<file path="config.mk">
export PLATFORM = sky130hd
export DESIGN_NAME = checksummed_word_link
export DESIGN_NICKNAME = d
export VERILOG_FILES = /design/src/rtl/cwl_pkg.sv /design/src/rtl/cwl_proto.sv /design/src/rtl/cwl_tx.sv /design/src/rtl/checksummed_word_link.sv
export SDC_FILE = /design/constraint.sdc
export NUM_CORES = 1
export LEC_CHECK = 0
export ABC_CLOCK_PERIOD_IN_PS = 3300
export CORE_MARGIN = 2
export CORE_UTILIZATION = 45
export DETAILED_ROUTE_END_ITERATION = 10
export DONT_BUFFER_PORTS = 1
export PLACE_DENSITY = 0.63
export SYNTH_ARGS = -nofsm -noshare
export SYNTH_HDL_FRONTEND = slang
export SYNTH_SLANG_ARGS = --single-unit
export TNS_END_PERCENT = 20
</file>
<file path="constraint.sdc">
create_clock -name clk_i -period 3.3 [get_ports clk_i]
set_input_delay 0.66 -clock clk_i [delete_from_list [all_inputs] [get_ports clk_i]]
set_output_delay 0.66 -clock clk_i [all_outputs]
set_load 0.01 [all_outputs]
</file>
<file path="src/rtl/cwl_pkg.sv">
// Shared types and constants of the checksummed word link.
package cwl_pkg;

  // Command codes of an input item
  localparam logic CmdSend = 1'b0;
  localparam logic CmdLine = 1'b1;

  // Answer bytes on the line
  localparam logic [7:0] AnsGood = 8'h67;
  localparam logic [7:0] AnsBad  = 8'h62;

  // Frame geometry
  localparam int unsigned FrameLen  = 5;
  localparam int unsigned DataBytes = FrameLen - 1;
  localparam int unsigned IdxW      = $clog2(FrameLen);

  // Compact description of the results one input item causes
  typedef struct packed {
    logic        is_frame;    // emit the full frame of word
    logic [31:0] word;        // frame word, or received word
    logic        tx_valid;
    logic [7:0]  tx_byte;
    logic        word_valid;
    logic        send_done;
    logic        rejected;
  } burst_t;

  // XOR of the four bytes of a word
  function automatic logic [7:0] word_xor(input logic [31:0] w);
    word_xor = w[31:24] ^ w[23:16] ^ w[15:8] ^ w[7:0];
  endfunction

endpackage

</file>
<file path="src/rtl/cwl_proto.sv">
// Link protocol state: send/answer tracking and frame reception.
module cwl_proto (
  input  logic            clk_i,
  input  logic            rst_ni,
  input  logic            fire_i,
  input  logic            command_i,
  input  logic [31:0]     word_in_i,
  input  logic [7:0]      line_byte_i,
  output logic            burst_valid_o,
  output cwl_pkg::burst_t burst_o
);
  import cwl_pkg::*;

  logic        awaiting_q, awaiting_d;
  logic [2:0]  count_q, count_d;
  logic [31:0] shift_q, shift_d;
  logic [7:0]  xor_q, xor_d;
  logic [31:0] held_q, held_d;

  // Decide next state and the results of the item
  always_comb begin
    awaiting_d    = awaiting_q;
    count_d       = count_q;
    shift_d       = shift_q;
    xor_d         = xor_q;
    held_d        = held_q;
    burst_valid_o = 1'b0;
    burst_o       = '0;
    if (command_i == CmdSend) begin
      burst_valid_o = 1'b1;
      if (awaiting_q) begin
        burst_o.rejected = 1'b1;
      end else begin
        count_d          = '0;
        shift_d          = '0;
        xor_d            = '0;
        held_d           = word_in_i;
        awaiting_d       = 1'b1;
        burst_o.is_frame = 1'b1;
        burst_o.word     = word_in_i;
      end
    end else if (awaiting_q) begin
      burst_valid_o = 1'b1;
      if (line_byte_i == AnsGood) begin
        awaiting_d        = 1'b0;
        burst_o.send_done = 1'b1;
      end else begin
        burst_o.is_frame = 1'b1;
        burst_o.word     = held_q;
      end
    end else if (count_q < 3'(DataBytes)) begin
      shift_d = {shift_q[23:0], line_byte_i};
      xor_d   = xor_q ^ line_byte_i;
      count_d = count_q + 3'd1;
    end else begin
      burst_valid_o    = 1'b1;
      count_d          = '0;
      shift_d          = '0;
      xor_d            = '0;
      burst_o.tx_valid = 1'b1;
      if (xor_q == line_byte_i) begin
        burst_o.tx_byte    = AnsGood;
        burst_o.word_valid = 1'b1;
        burst_o.word       = shift_q;
      end else begin
        burst_o.tx_byte = AnsBad;
      end
    end
  end

  // Commit state on an accepted item
  always_ff @(posedge clk_i or negedge rst_ni) begin
    if (!rst_ni) begin
      awaiting_q <= 1'b0;
      count_q    <= '0;
      shift_q    <= '0;
      xor_q      <= '0;
      held_q     <= '0;
    end else if (fire_i) begin
      awaiting_q <= awaiting_d;
      count_q    <= count_d;
      shift_q    <= shift_d;
      xor_q      <= xor_d;
      held_q     <= held_d;
    end
  end

endmodule

</file>
<file path="src/rtl/cwl_tx.sv">
// Result register and serializer that plays out one burst of results.
module cwl_tx (
  input  logic            clk_i,
  input  logic            rst_ni,
  input  logic            load_i,
  input  cwl_pkg::burst_t burst_i,
  output logic            busy_o,
  output logic            done_o,
  input  logic            out_stall_i,
  output logic            tx_valid_o,
  output logic [7:0]      tx_byte_o,
  output logic            word_valid_o,
  output logic [31:0]     word_out_o,
  output logic            send_done_o,
  output logic            rejected_o,
  output logic            last_o
);
  import cwl_pkg::*;

  burst_t          burst_q;
  logic            busy_q;
  logic [IdxW-1:0] idx_q;
  logic            take;
  logic [7:0]      frame_byte;

  // Pick the frame byte, most significant first, checksum last
  always_comb begin
    case (idx_q)
      IdxW'(0): frame_byte = burst_q.word[31:24];
      IdxW'(1): frame_byte = burst_q.word[23:16];
      IdxW'(2): frame_byte = burst_q.word[15:8];
      IdxW'(3): frame_byte = burst_q.word[7:0];
      default:  frame_byte = word_xor(burst_q.word);
    endcase
  end

  // Drive the current result
  always_comb begin
    if (burst_q.is_frame) begin
      tx_valid_o   = 1'b1;
      tx_byte_o    = frame_byte;
      word_valid_o = 1'b0;
      word_out_o   = '0;
      send_done_o  = 1'b0;
      rejected_o   = 1'b0;
      last_o       = (idx_q == IdxW'(FrameLen - 1));
    end else begin
      tx_valid_o   = burst_q.tx_valid;
      tx_byte_o    = burst_q.tx_byte;
      word_valid_o = burst_q.word_valid;
      word_out_o   = burst_q.word_valid ? burst_q.word : 32'd0;
      send_done_o  = burst_q.send_done;
      rejected_o   = burst_q.rejected;
      last_o       = 1'b1;
    end
  end

  assign take   = busy_q && !out_stall_i;
  assign done_o = take && last_o;
  assign busy_o = busy_q;

  // Load a new burst, advance within a frame, drop when finished
  always_ff @(posedge clk_i or negedge rst_ni) begin
    if (!rst_ni) begin
      busy_q <= 1'b0;
      idx_q  <= '0;
    end else if (load_i) begin
      busy_q <= 1'b1;
      idx_q  <= '0;
    end else if (done_o) begin
      busy_q <= 1'b0;
    end else if (take) begin
      idx_q <= idx_q + IdxW'(1);
    end
  end

  // Hold the burst payload
  always_ff @(posedge clk_i) begin
    if (load_i) begin
      burst_q <= burst_i;
    end
  end

endmodule

</file>
<file path="src/rtl/checksummed_word_link.sv">
// Checksummed word link top level: 5-byte frames with stop-and-wait answer.
// Results of an item start in the cycle after it is accepted.
// A send or resend plays out 5 results from the output register; other items give
// a single result, and line bytes that only fill a frame give none.
// The next item is accepted in the cycle the last pending result is taken.
// Reset (async, active low) clears protocol state and empties the output.
module checksummed_word_link (
  input  logic        clk_i,
  input  logic        rst_ni,
  input  logic        in_valid_i,
  output logic        in_stall_o,
  input  logic        command_i,
  input  logic [31:0] word_in_i,
  input  logic [7:0]  line_byte_i,
  output logic        out_valid_o,
  input  logic        out_stall_i,
  output logic        tx_valid_o,
  output logic [7:0]  tx_byte_o,
  output logic        word_valid_o,
  output logic [31:0] word_out_o,
  output logic        send_done_o,
  output logic        rejected_o,
  output logic        last_o
);
  import cwl_pkg::*;

  logic   in_fire;
  logic   burst_valid;
  burst_t burst;
  logic   busy;
  logic   done;

  // Accept when the output register is free or frees this cycle
  assign in_stall_o  = busy && !done;
  assign in_fire     = in_valid_i && !in_stall_o;
  assign out_valid_o = busy;

  cwl_proto u_proto (
    .clk_i         (clk_i),
    .rst_ni        (rst_ni),
    .fire_i        (in_fire),
    .command_i     (command_i),
    .word_in_i     (word_in_i),
    .line_byte_i   (line_byte_i),
    .burst_valid_o (burst_valid),
    .burst_o       (burst)
  );

  cwl_tx u_tx (
    .clk_i        (clk_i),
    .rst_ni       (rst_ni),
    .load_i       (in_fire && burst_valid),
    .burst_i      (burst),
    .busy_o       (busy),
    .done_o       (done),
    .out_stall_i  (out_stall_i),
    .tx_valid_o   (tx_valid_o),
    .tx_byte_o    (tx_byte_o),
    .word_valid_o (word_valid_o),
    .word_out_o   (word_out_o),
    .send_done_o  (send_done_o),
    .rejected_o   (rejected_o),
    .last_o       (last_o)
  );

endmodule
</file>
==> results of run 1 <==
[routing by layer]
layer	wire, um	GRT usage
met1	6144	0.2745
met2	6572	0.3180
met3	900	0.06977
met4	238	0.07756
met5	0	0
[cells in the final DEF, fill, tap and decap left out, types with 4 or more instances in the layout]
| master | instances |
|---|---|
| sky130_fd_sc_hd__a221o_1 | 32 |
| sky130_fd_sc_hd__clkbuf_8 | 6 |
| sky130_fd_sc_hd__mux2_2 | 33 |
| sky130_fd_sc_hd__a22o_1 | 42 |
| sky130_fd_sc_hd__nand4_1 | 4 |
| sky130_fd_sc_hd__ha_1 | 6 |
| sky130_fd_sc_hd__nand2_1 | 13 |
| sky130_fd_sc_hd__nor2_1 | 7 |
| sky130_fd_sc_hd__and2_1 | 69 |
| sky130_fd_sc_hd__clkbuf_1 | 6 |
| sky130_fd_sc_hd__a222oi_1 | 8 |
| sky130_fd_sc_hd__o21ai_0 | 14 |
| sky130_fd_sc_hd__or2_2 | 5 |
| sky130_fd_sc_hd__dfrtp_1 | 80 |
| sky130_fd_sc_hd__clkbuf_16 | 17 |
| sky130_fd_sc_hd__edfxtp_1 | 38 |
| sky130_fd_sc_hd__nand2b_1 | 15 |
| sky130_fd_sc_hd__o221ai_1 | 5 |
| sky130_fd_sc_hd__inv_1 | 7 |
| sky130_fd_sc_hd__buf_4 | 8 |
| sky130_fd_sc_hd__xnor2_1 | 27 |
[final timing paths]
path	slack, ps	cells past startpoint	endpoint	from
max	290	5	tx_byte_o[5]	u_tx.idx_q[2]
min	150	1	u_proto.held_q[12]	rst_ni
max reg2reg	890	6	u_tx.burst_q[38]	u_tx.idx_q[0]
min reg2reg	510	1	u_proto.held_q[24]	u_proto.held_q[24]
max in group asynchronous	2830	1	u_proto.held_q[9]	rst_ni
min in group clk_i	360	1	u_proto.awaiting_q	command_i
[worst register-to-register path: stages (launching register included)]
cell	delay (ps)
sky130_fd_sc_hd__dfrtp_1	400
sky130_fd_sc_hd__inv_1	130
sky130_fd_sc_hd__ha_1	180
sky130_fd_sc_hd__and2_1	170
sky130_fd_sc_hd__o21ai_0	100
sky130_fd_sc_hd__buf_4	200
sky130_fd_sc_hd__nor2_4	830
[layout make-up]
cell class | instances | area [um2] | area share
tap | 172 | 215.2 | 0.03303
multi-input combinational | 309 | 2474 | 0.3796
clock buffer | 29 | 530.5 | 0.08141
clock inverter | 3 | 40.04 | 0.006144
timing repair buffer | 9 | 87.58 | 0.01344
inverter | 7 | 26.28 | 0.004032
sequential | 118 | 3143 | 0.4823
[flip-flops by register name, indices dropped and copies added (netlist names)]
name and cells:
u_tx.burst_q 38, u_proto.count_q 3, u_tx.idx_q 3, u_tx.busy_o 1, u_proto.shift_q 32, u_proto.held_q 32
u_proto.xor_q 8, u_proto.awaiting_q 1
[cell families (layout without fill, tap and decap cells)]
family                     after synthesis  after routing  share of synthesized area
xor gates and xnor gates                30             30                    0.04522
buffers and inverters                   38             48                    0.03575
muxes                                   34             34                    0.06568
and+or+nand+nor                        127            127                     0.1329
AOI/OAI and AO/OA                      112            112                     0.1667
adders and majority gates                6              6                    0.01292
DFF                                    118            118                     0.5409
[power breakdown]
part           internal, W  switching (W)
clock              0.00115       0.000588
combinational     0.000643       0.000573
sequential         0.00196       0.000354
[repair_timing]
action | CTS | global route
resized for setup | 0 | 0
endpoints found under the hold margin | 80 | 0
buffers inserted | 0 | 0
hold buffers | 1 | 0
[through the flow]
stage	hold slack, ps	cells	setup slack (ps)	instance area, um2	utilization
floorplan	364.4	465	149.6	5811	-
global placement	368.7	614	783.5	5918	0.4690
detailed placement	368.0	614	743.4	5918	0.4690
CTS	158.6	647	308.3	6516	0.5164
global route	175.7	647	149.7	6516	0.5164
finish	154.6	647	288.6	6516	0.5164
==> results.json, run 1 <==
{
  "post_synth_most_frequent_cells": "sky130_fd_sc_hd__dfrtp_1 (80), sky130_fd_sc_hd__and2_1 (69), sky130_fd_sc_hd__a22o_1 (42)",
  "n_antenna_cell": 0,
  "min-delay-path-class": "in2async",
  "post_synth_edffs": 38,
  "firstDrtPassIters": 5,
  "netlist_instances": 465,
  "cts-htree-levels": 4,
  "remaining_drc_errors": 0,
  "num_vias": 3782,
  "insertion_delay_ps": 420,
  "die_y_um": 117.6,
  "min_period_ps": 3011,
  "arr_time_crit_path_ps": 2350,
  "sum_of_negative_setup_slack_ps": 0,
  "crit_path_end_kind": "output port",
  "dominantRegCellSynth": "sky130_fd_sc_hd__dfrtp_1",
  "worst-path-buf-inv": 1,
  "timing.critical_path.max_delay_family": "compound AO/OA/AOI/OAI gates",
  "wl_per_cell_um": 21.41,
  "effective_utilization_at_floorplan": 0.4604,
  "netlist_top_cells_area": "sky130_fd_sc_hd__dfrtp_1 (34%), sky130_fd_sc_hd__edfxtp_1 (20%), sky130_fd_sc_hd__and2_1 (7.4%)",
  "ys_ff_latch": 118,
  "finalWeightedCongestion": 0.8332,
  "postSynthAreaPerCell_um2": 12.50,
  "cts_tree": "built",
  "final_min_period_over_clock_period": 0.9125,
  "highest_net_fanout_along_the_worst_path": 13,
  "first_global_vias": 3864,
  "worstSetupStartpointType": "flop",
  "postSynthNetCount": 516,
  "fin_worst_skew_ps": 20.18,
  "track_usage": 0.2077,
  "worst-slew-pin-transition_ps": 1094,
  "first_iter_violations": 470,
  "synth.distinct_cells": 40,
  "numCtsBuffers": 17,
  "grt_first_pass_wirelength_um": 22190,
  "grt_start_max_net_pins": 81,
  "power_density_mw_per_mm2": 808.6,
  "clock_slew_seen_by_the_registers_of_the_worst_setup_and_hold_paths_ps": 50,
  "grt_remaining_overflow": 0,
  "total_leakage_power_nw": 2.728,
  "fp.coreArea_mm2": 0.01262,
  "slowest_stage": "sky130_fd_sc_hd__dfrtp_1",
  "grt_antenna_before_repair": 0,
  "criticalPathCategory": "reg2out",
  "synthMostInstantiatedCell": "sky130_fd_sc_hd__dfrtp_1",
  "synth.cell_area_mm2": 0.005811,
  "ant_nets": 0,
  "power.total_w": 0.005269,
  "fillerInstances": 1102,
  "avgViaCountPerCell": 5.845,
  "post-synth-top-area-fraction": 0.3445,
  "cts.sinks": 118,
  "cts.root.buffer_cell": "sky130_fd_sc_hd__clkbuf_16",
  "clk_path_buf_depth": 2,
  "max_vdd_drop_mv": 0.3625,
  "drv_slew": 0,
  "yosysTopAreaCell": "sky130_fd_sc_hd__dfrtp_1",
  "max-slew-margin-rel": 0.2691,
  "critPathMaxStageDelay_ps": 570,
  "fp.dieArea_mm2": 0.01384,
  "buffer_ports.inserted": 0,
  "synth-warning-count": 0,
  "routed_wirelength_um": 13860,
  "status": "finished, final reports clean",
  "place_hpwl_um": 9635,
  "achievable-frequency_mhz": 332.1,
  "io_pins": 92,
  "core.rowCount": 41,
  "final-setup-viol-count": 0,
  "timing.critical_path.required_ps": 2640,
  "maxCapViolations": 0,
  "seq_area_frac_synth": 0.5409,
  "worstPathCellList": "inv_1 > ha_1 > o21bai_1 > or2_2 > o221a_2",
  "flow.area_growth_from_synthesis_pct": 12.14,
  "synth-async-reset-ratio": 0.6780,
  "hold_violations": 0,
  "rsz_0062_raised_after_global_routing": "no",
  "finalNetCount": 513,
  "post_route_cells_drive_above_1_share": 0.1684,
  "die_width_um": 117.6
}
Note: power is estimated with default switching activity, not from simulation.
==> run 2: changes to the inputs <==
Settings changed: CORE_UTILIZATION 45 to 55, PLACE_DENSITY 0.63 to 0.73.
==> run 2 against run 1 <==
Maximum frequency decreased by 3.8%. Die area is 18% lower. Flip-flop and latch count unchanged. Via count rose by 2.7%. Global-route usage up 4.3 points. Sequential power about the same. Worst hold slack lost 110 ps. Worst setup slack lost 120 ps. Sequential share of layout area decreased by 0.29 points. Clock skew shrank 14 ps. Register-to-register slack better by 40 ps. Highest routed layer unchanged.
==> results.json, run 2 (synthesized netlist as in run 1, its figures left out) <==
{
  "status": "finished, final reports clean",
  "cts-htree-levels": 4,
  "final_min_period_over_clock_period": 0.9481,
  "n_antenna_cell": 0,
  "grt_antenna_before_repair": 0,
  "worst-path-buf-inv": 1,
  "routed_wirelength_um": 13690,
  "avgViaCountPerCell": 6.334,
  "largest_register": "u_tx.burst_q",
  "layout.cells.most_common_list": "sky130_fd_sc_hd__dfrtp_1 (80), sky130_fd_sc_hd__and2_1 (69), sky130_fd_sc_hd__a22o_1 (42), sky130_fd_sc_hd__edfxtp_1 (38), sky130_fd_sc_hd__mux2_2 (33)",
  "ant_nets": 0,
  "clk_path_buf_depth": 2,
  "slowest_stage": "sky130_fd_sc_hd__dfrtp_1",
  "worstPathCellList": "inv_1 > ha_1 > nor3_1 > o21bai_1 > or2_2 > o221ai_1",
  "effective_utilization_at_floorplan": 0.5654,
  "grt_remaining_overflow": 0,
  "number_of_cells_on_the_worst_reg_to_reg_path": 7,
  "post_route_cells_drive_above_1_share": 0.1761,
  "flow.area_growth_from_synthesis_pct": 12.83,
  "min-delay-path-class": "in2async",
  "numCtsBuffers": 17,
  "highest_net_fanout_along_the_worst_path": 11,
  "largest_reg_flops": 38,
  "finalNetCount": 515,
  "track_usage": 0.2506,
  "min_period_ps": 3129,
  "core.rowCount": 37,
  "drv_slew": 0,
  "wl_per_cell_um": 22.34,
  "critPathMaxStageDelay_ps": 390,
  "worstSetupStartpointType": "flop",
  "power_density_mw_per_mm2": 832.6,
  "worst-slew-pin-transition_ps": 853.4,
  "first_global_vias": 3798,
  "num_vias": 3883,
  "rsz_0062_raised_after_global_routing": "no",
  "largestRegisters": "u_tx.burst_q: 38 flops, u_proto.held_q: 32 flops, u_proto.shift_q: 32 flops",
  "arr_time_crit_path_ps": 2470,
  "buffer_ports.inserted": 0,
  "power.total_w": 0.005459,
  "io_pins": 92,
  "critical_path.reg2reg.startpoint": "u_tx.idx_q[0]",
  "minimum_setup_slack_among_reg_to_reg_paths_ps": 930,
  "cts_tree": "built",
  "maxCapViolations": 0,
  "timing.critical_path.max_delay_family": "simple AND/OR/NAND/NOR gates",
  "finalWeightedCongestion": 0.9026,
  "grt_start_max_net_pins": 81,
  "reg2reg_to": "u_proto.held_q[23]",
  "sum_of_negative_setup_slack_ps": 0,
  "die_width_um": 106.8,
  "clock_slew_seen_by_the_registers_of_the_worst_setup_and_hold_paths_ps": 50,
  "fp.coreArea_mm2": 0.01028,
  "final-setup-viol-count": 0,
  "fp.dieArea_mm2": 0.01140,
  "die_y_um": 106.8,
  "cts.sinks": 118,
  "fin_worst_skew_ps": 6.331,
  "total_leakage_power_nw": 2.772,
  "place_hpwl_um": 9361,
  "postCtsSetupBuffers": 0,
  "remaining_drc_errors": 0,
  "achievable-frequency_mhz": 319.6,
  "max_vdd_drop_mv": 0.4977,
  "timing.critical_path.required_ps": 2640,
  "crit_path_end_kind": "output port",
  "hold_violations": 0,
  "cts.root.buffer_cell": "sky130_fd_sc_hd__clkbuf_8",
  "max-slew-margin-rel": 0.4299,
  "grt_first_pass_wirelength_um": 21360,
  "mostFrequentLayoutCell": "sky130_fd_sc_hd__dfrtp_1",
  "first_iter_violations": 335,
  "firstDrtPassIters": 8,
  "fillerInstances": 802,
  "criticalPathCategory": "reg2out",
  "insertion_delay_ps": 520
}
run 2: cell type report:
type	instances	area, um2	share of cell area
flip-flops and latches	118	3143	0.4794
multi-input cells	309	2474	0.3773
clock buffers	25	518.0	0.07901
well taps	136	170.2	0.02595
repair buffers	11	115.1	0.01756
clock inverters	7	110.1	0.01679
inverters	7	26.28	0.004008
run 2: stage by stage:
stage / std cells / area (um2) / utilization / hold WS, ps / setup slack, ps
floorplan: 465 / 5811 / - / 364.4 / 149.6
global route: 613 / 6556 / 0.6379 / 53.99 / 26.16
finish: 613 / 6556 / 0.6379 / 46.20 / 171.2
detailed placement: 580 / 5901 / 0.5741 / 366.8 / 742.1
global placement: 580 / 5901 / 0.5741 / 367.1 / 775.4
CTS: 613 / 6556 / 0.6379 / 40.98 / 174.9
run 2: routing by layer:
layer / GRT usage / part of all wire
met4: 0.09926 / 0.018
met2: 0.3826 / 0.48
met1: 0.3406 / 0.43
met3: 0.07173 / 0.068
met5: 0 / 0
run 2: report_power, final:
| group | switching (W) | internal [W] |
|---|---|---|
| Sequential | 0.000347 | 0.00196 |
| Clock | 0.000615 | 0.00130 |
| Combinational | 0.000592 | 0.000647 |
run 2: worst max-delay path by stage:
stage                              from  slack, ps         endpoint  cells after the start
after floorplan              in_valid_i        150  u_tx.burst_q[0]                      3
after global placement    u_tx.idx_q[2]        780     tx_byte_o[6]                      5
after detailed placement  u_tx.idx_q[0]        740     tx_byte_o[0]                      6
after CTS                 u_tx.idx_q[0]        170     tx_byte_o[0]                      6
after global routing      u_tx.idx_q[2]         30     tx_byte_o[0]                      5
final                     u_tx.idx_q[0]        170     tx_byte_o[0]                      6
run 2: repair_timing:
item,4_1_cts,5_1_grt
hold buffers,1,0
gates resized for setup,0,0
hold endpoints to repair,80,0
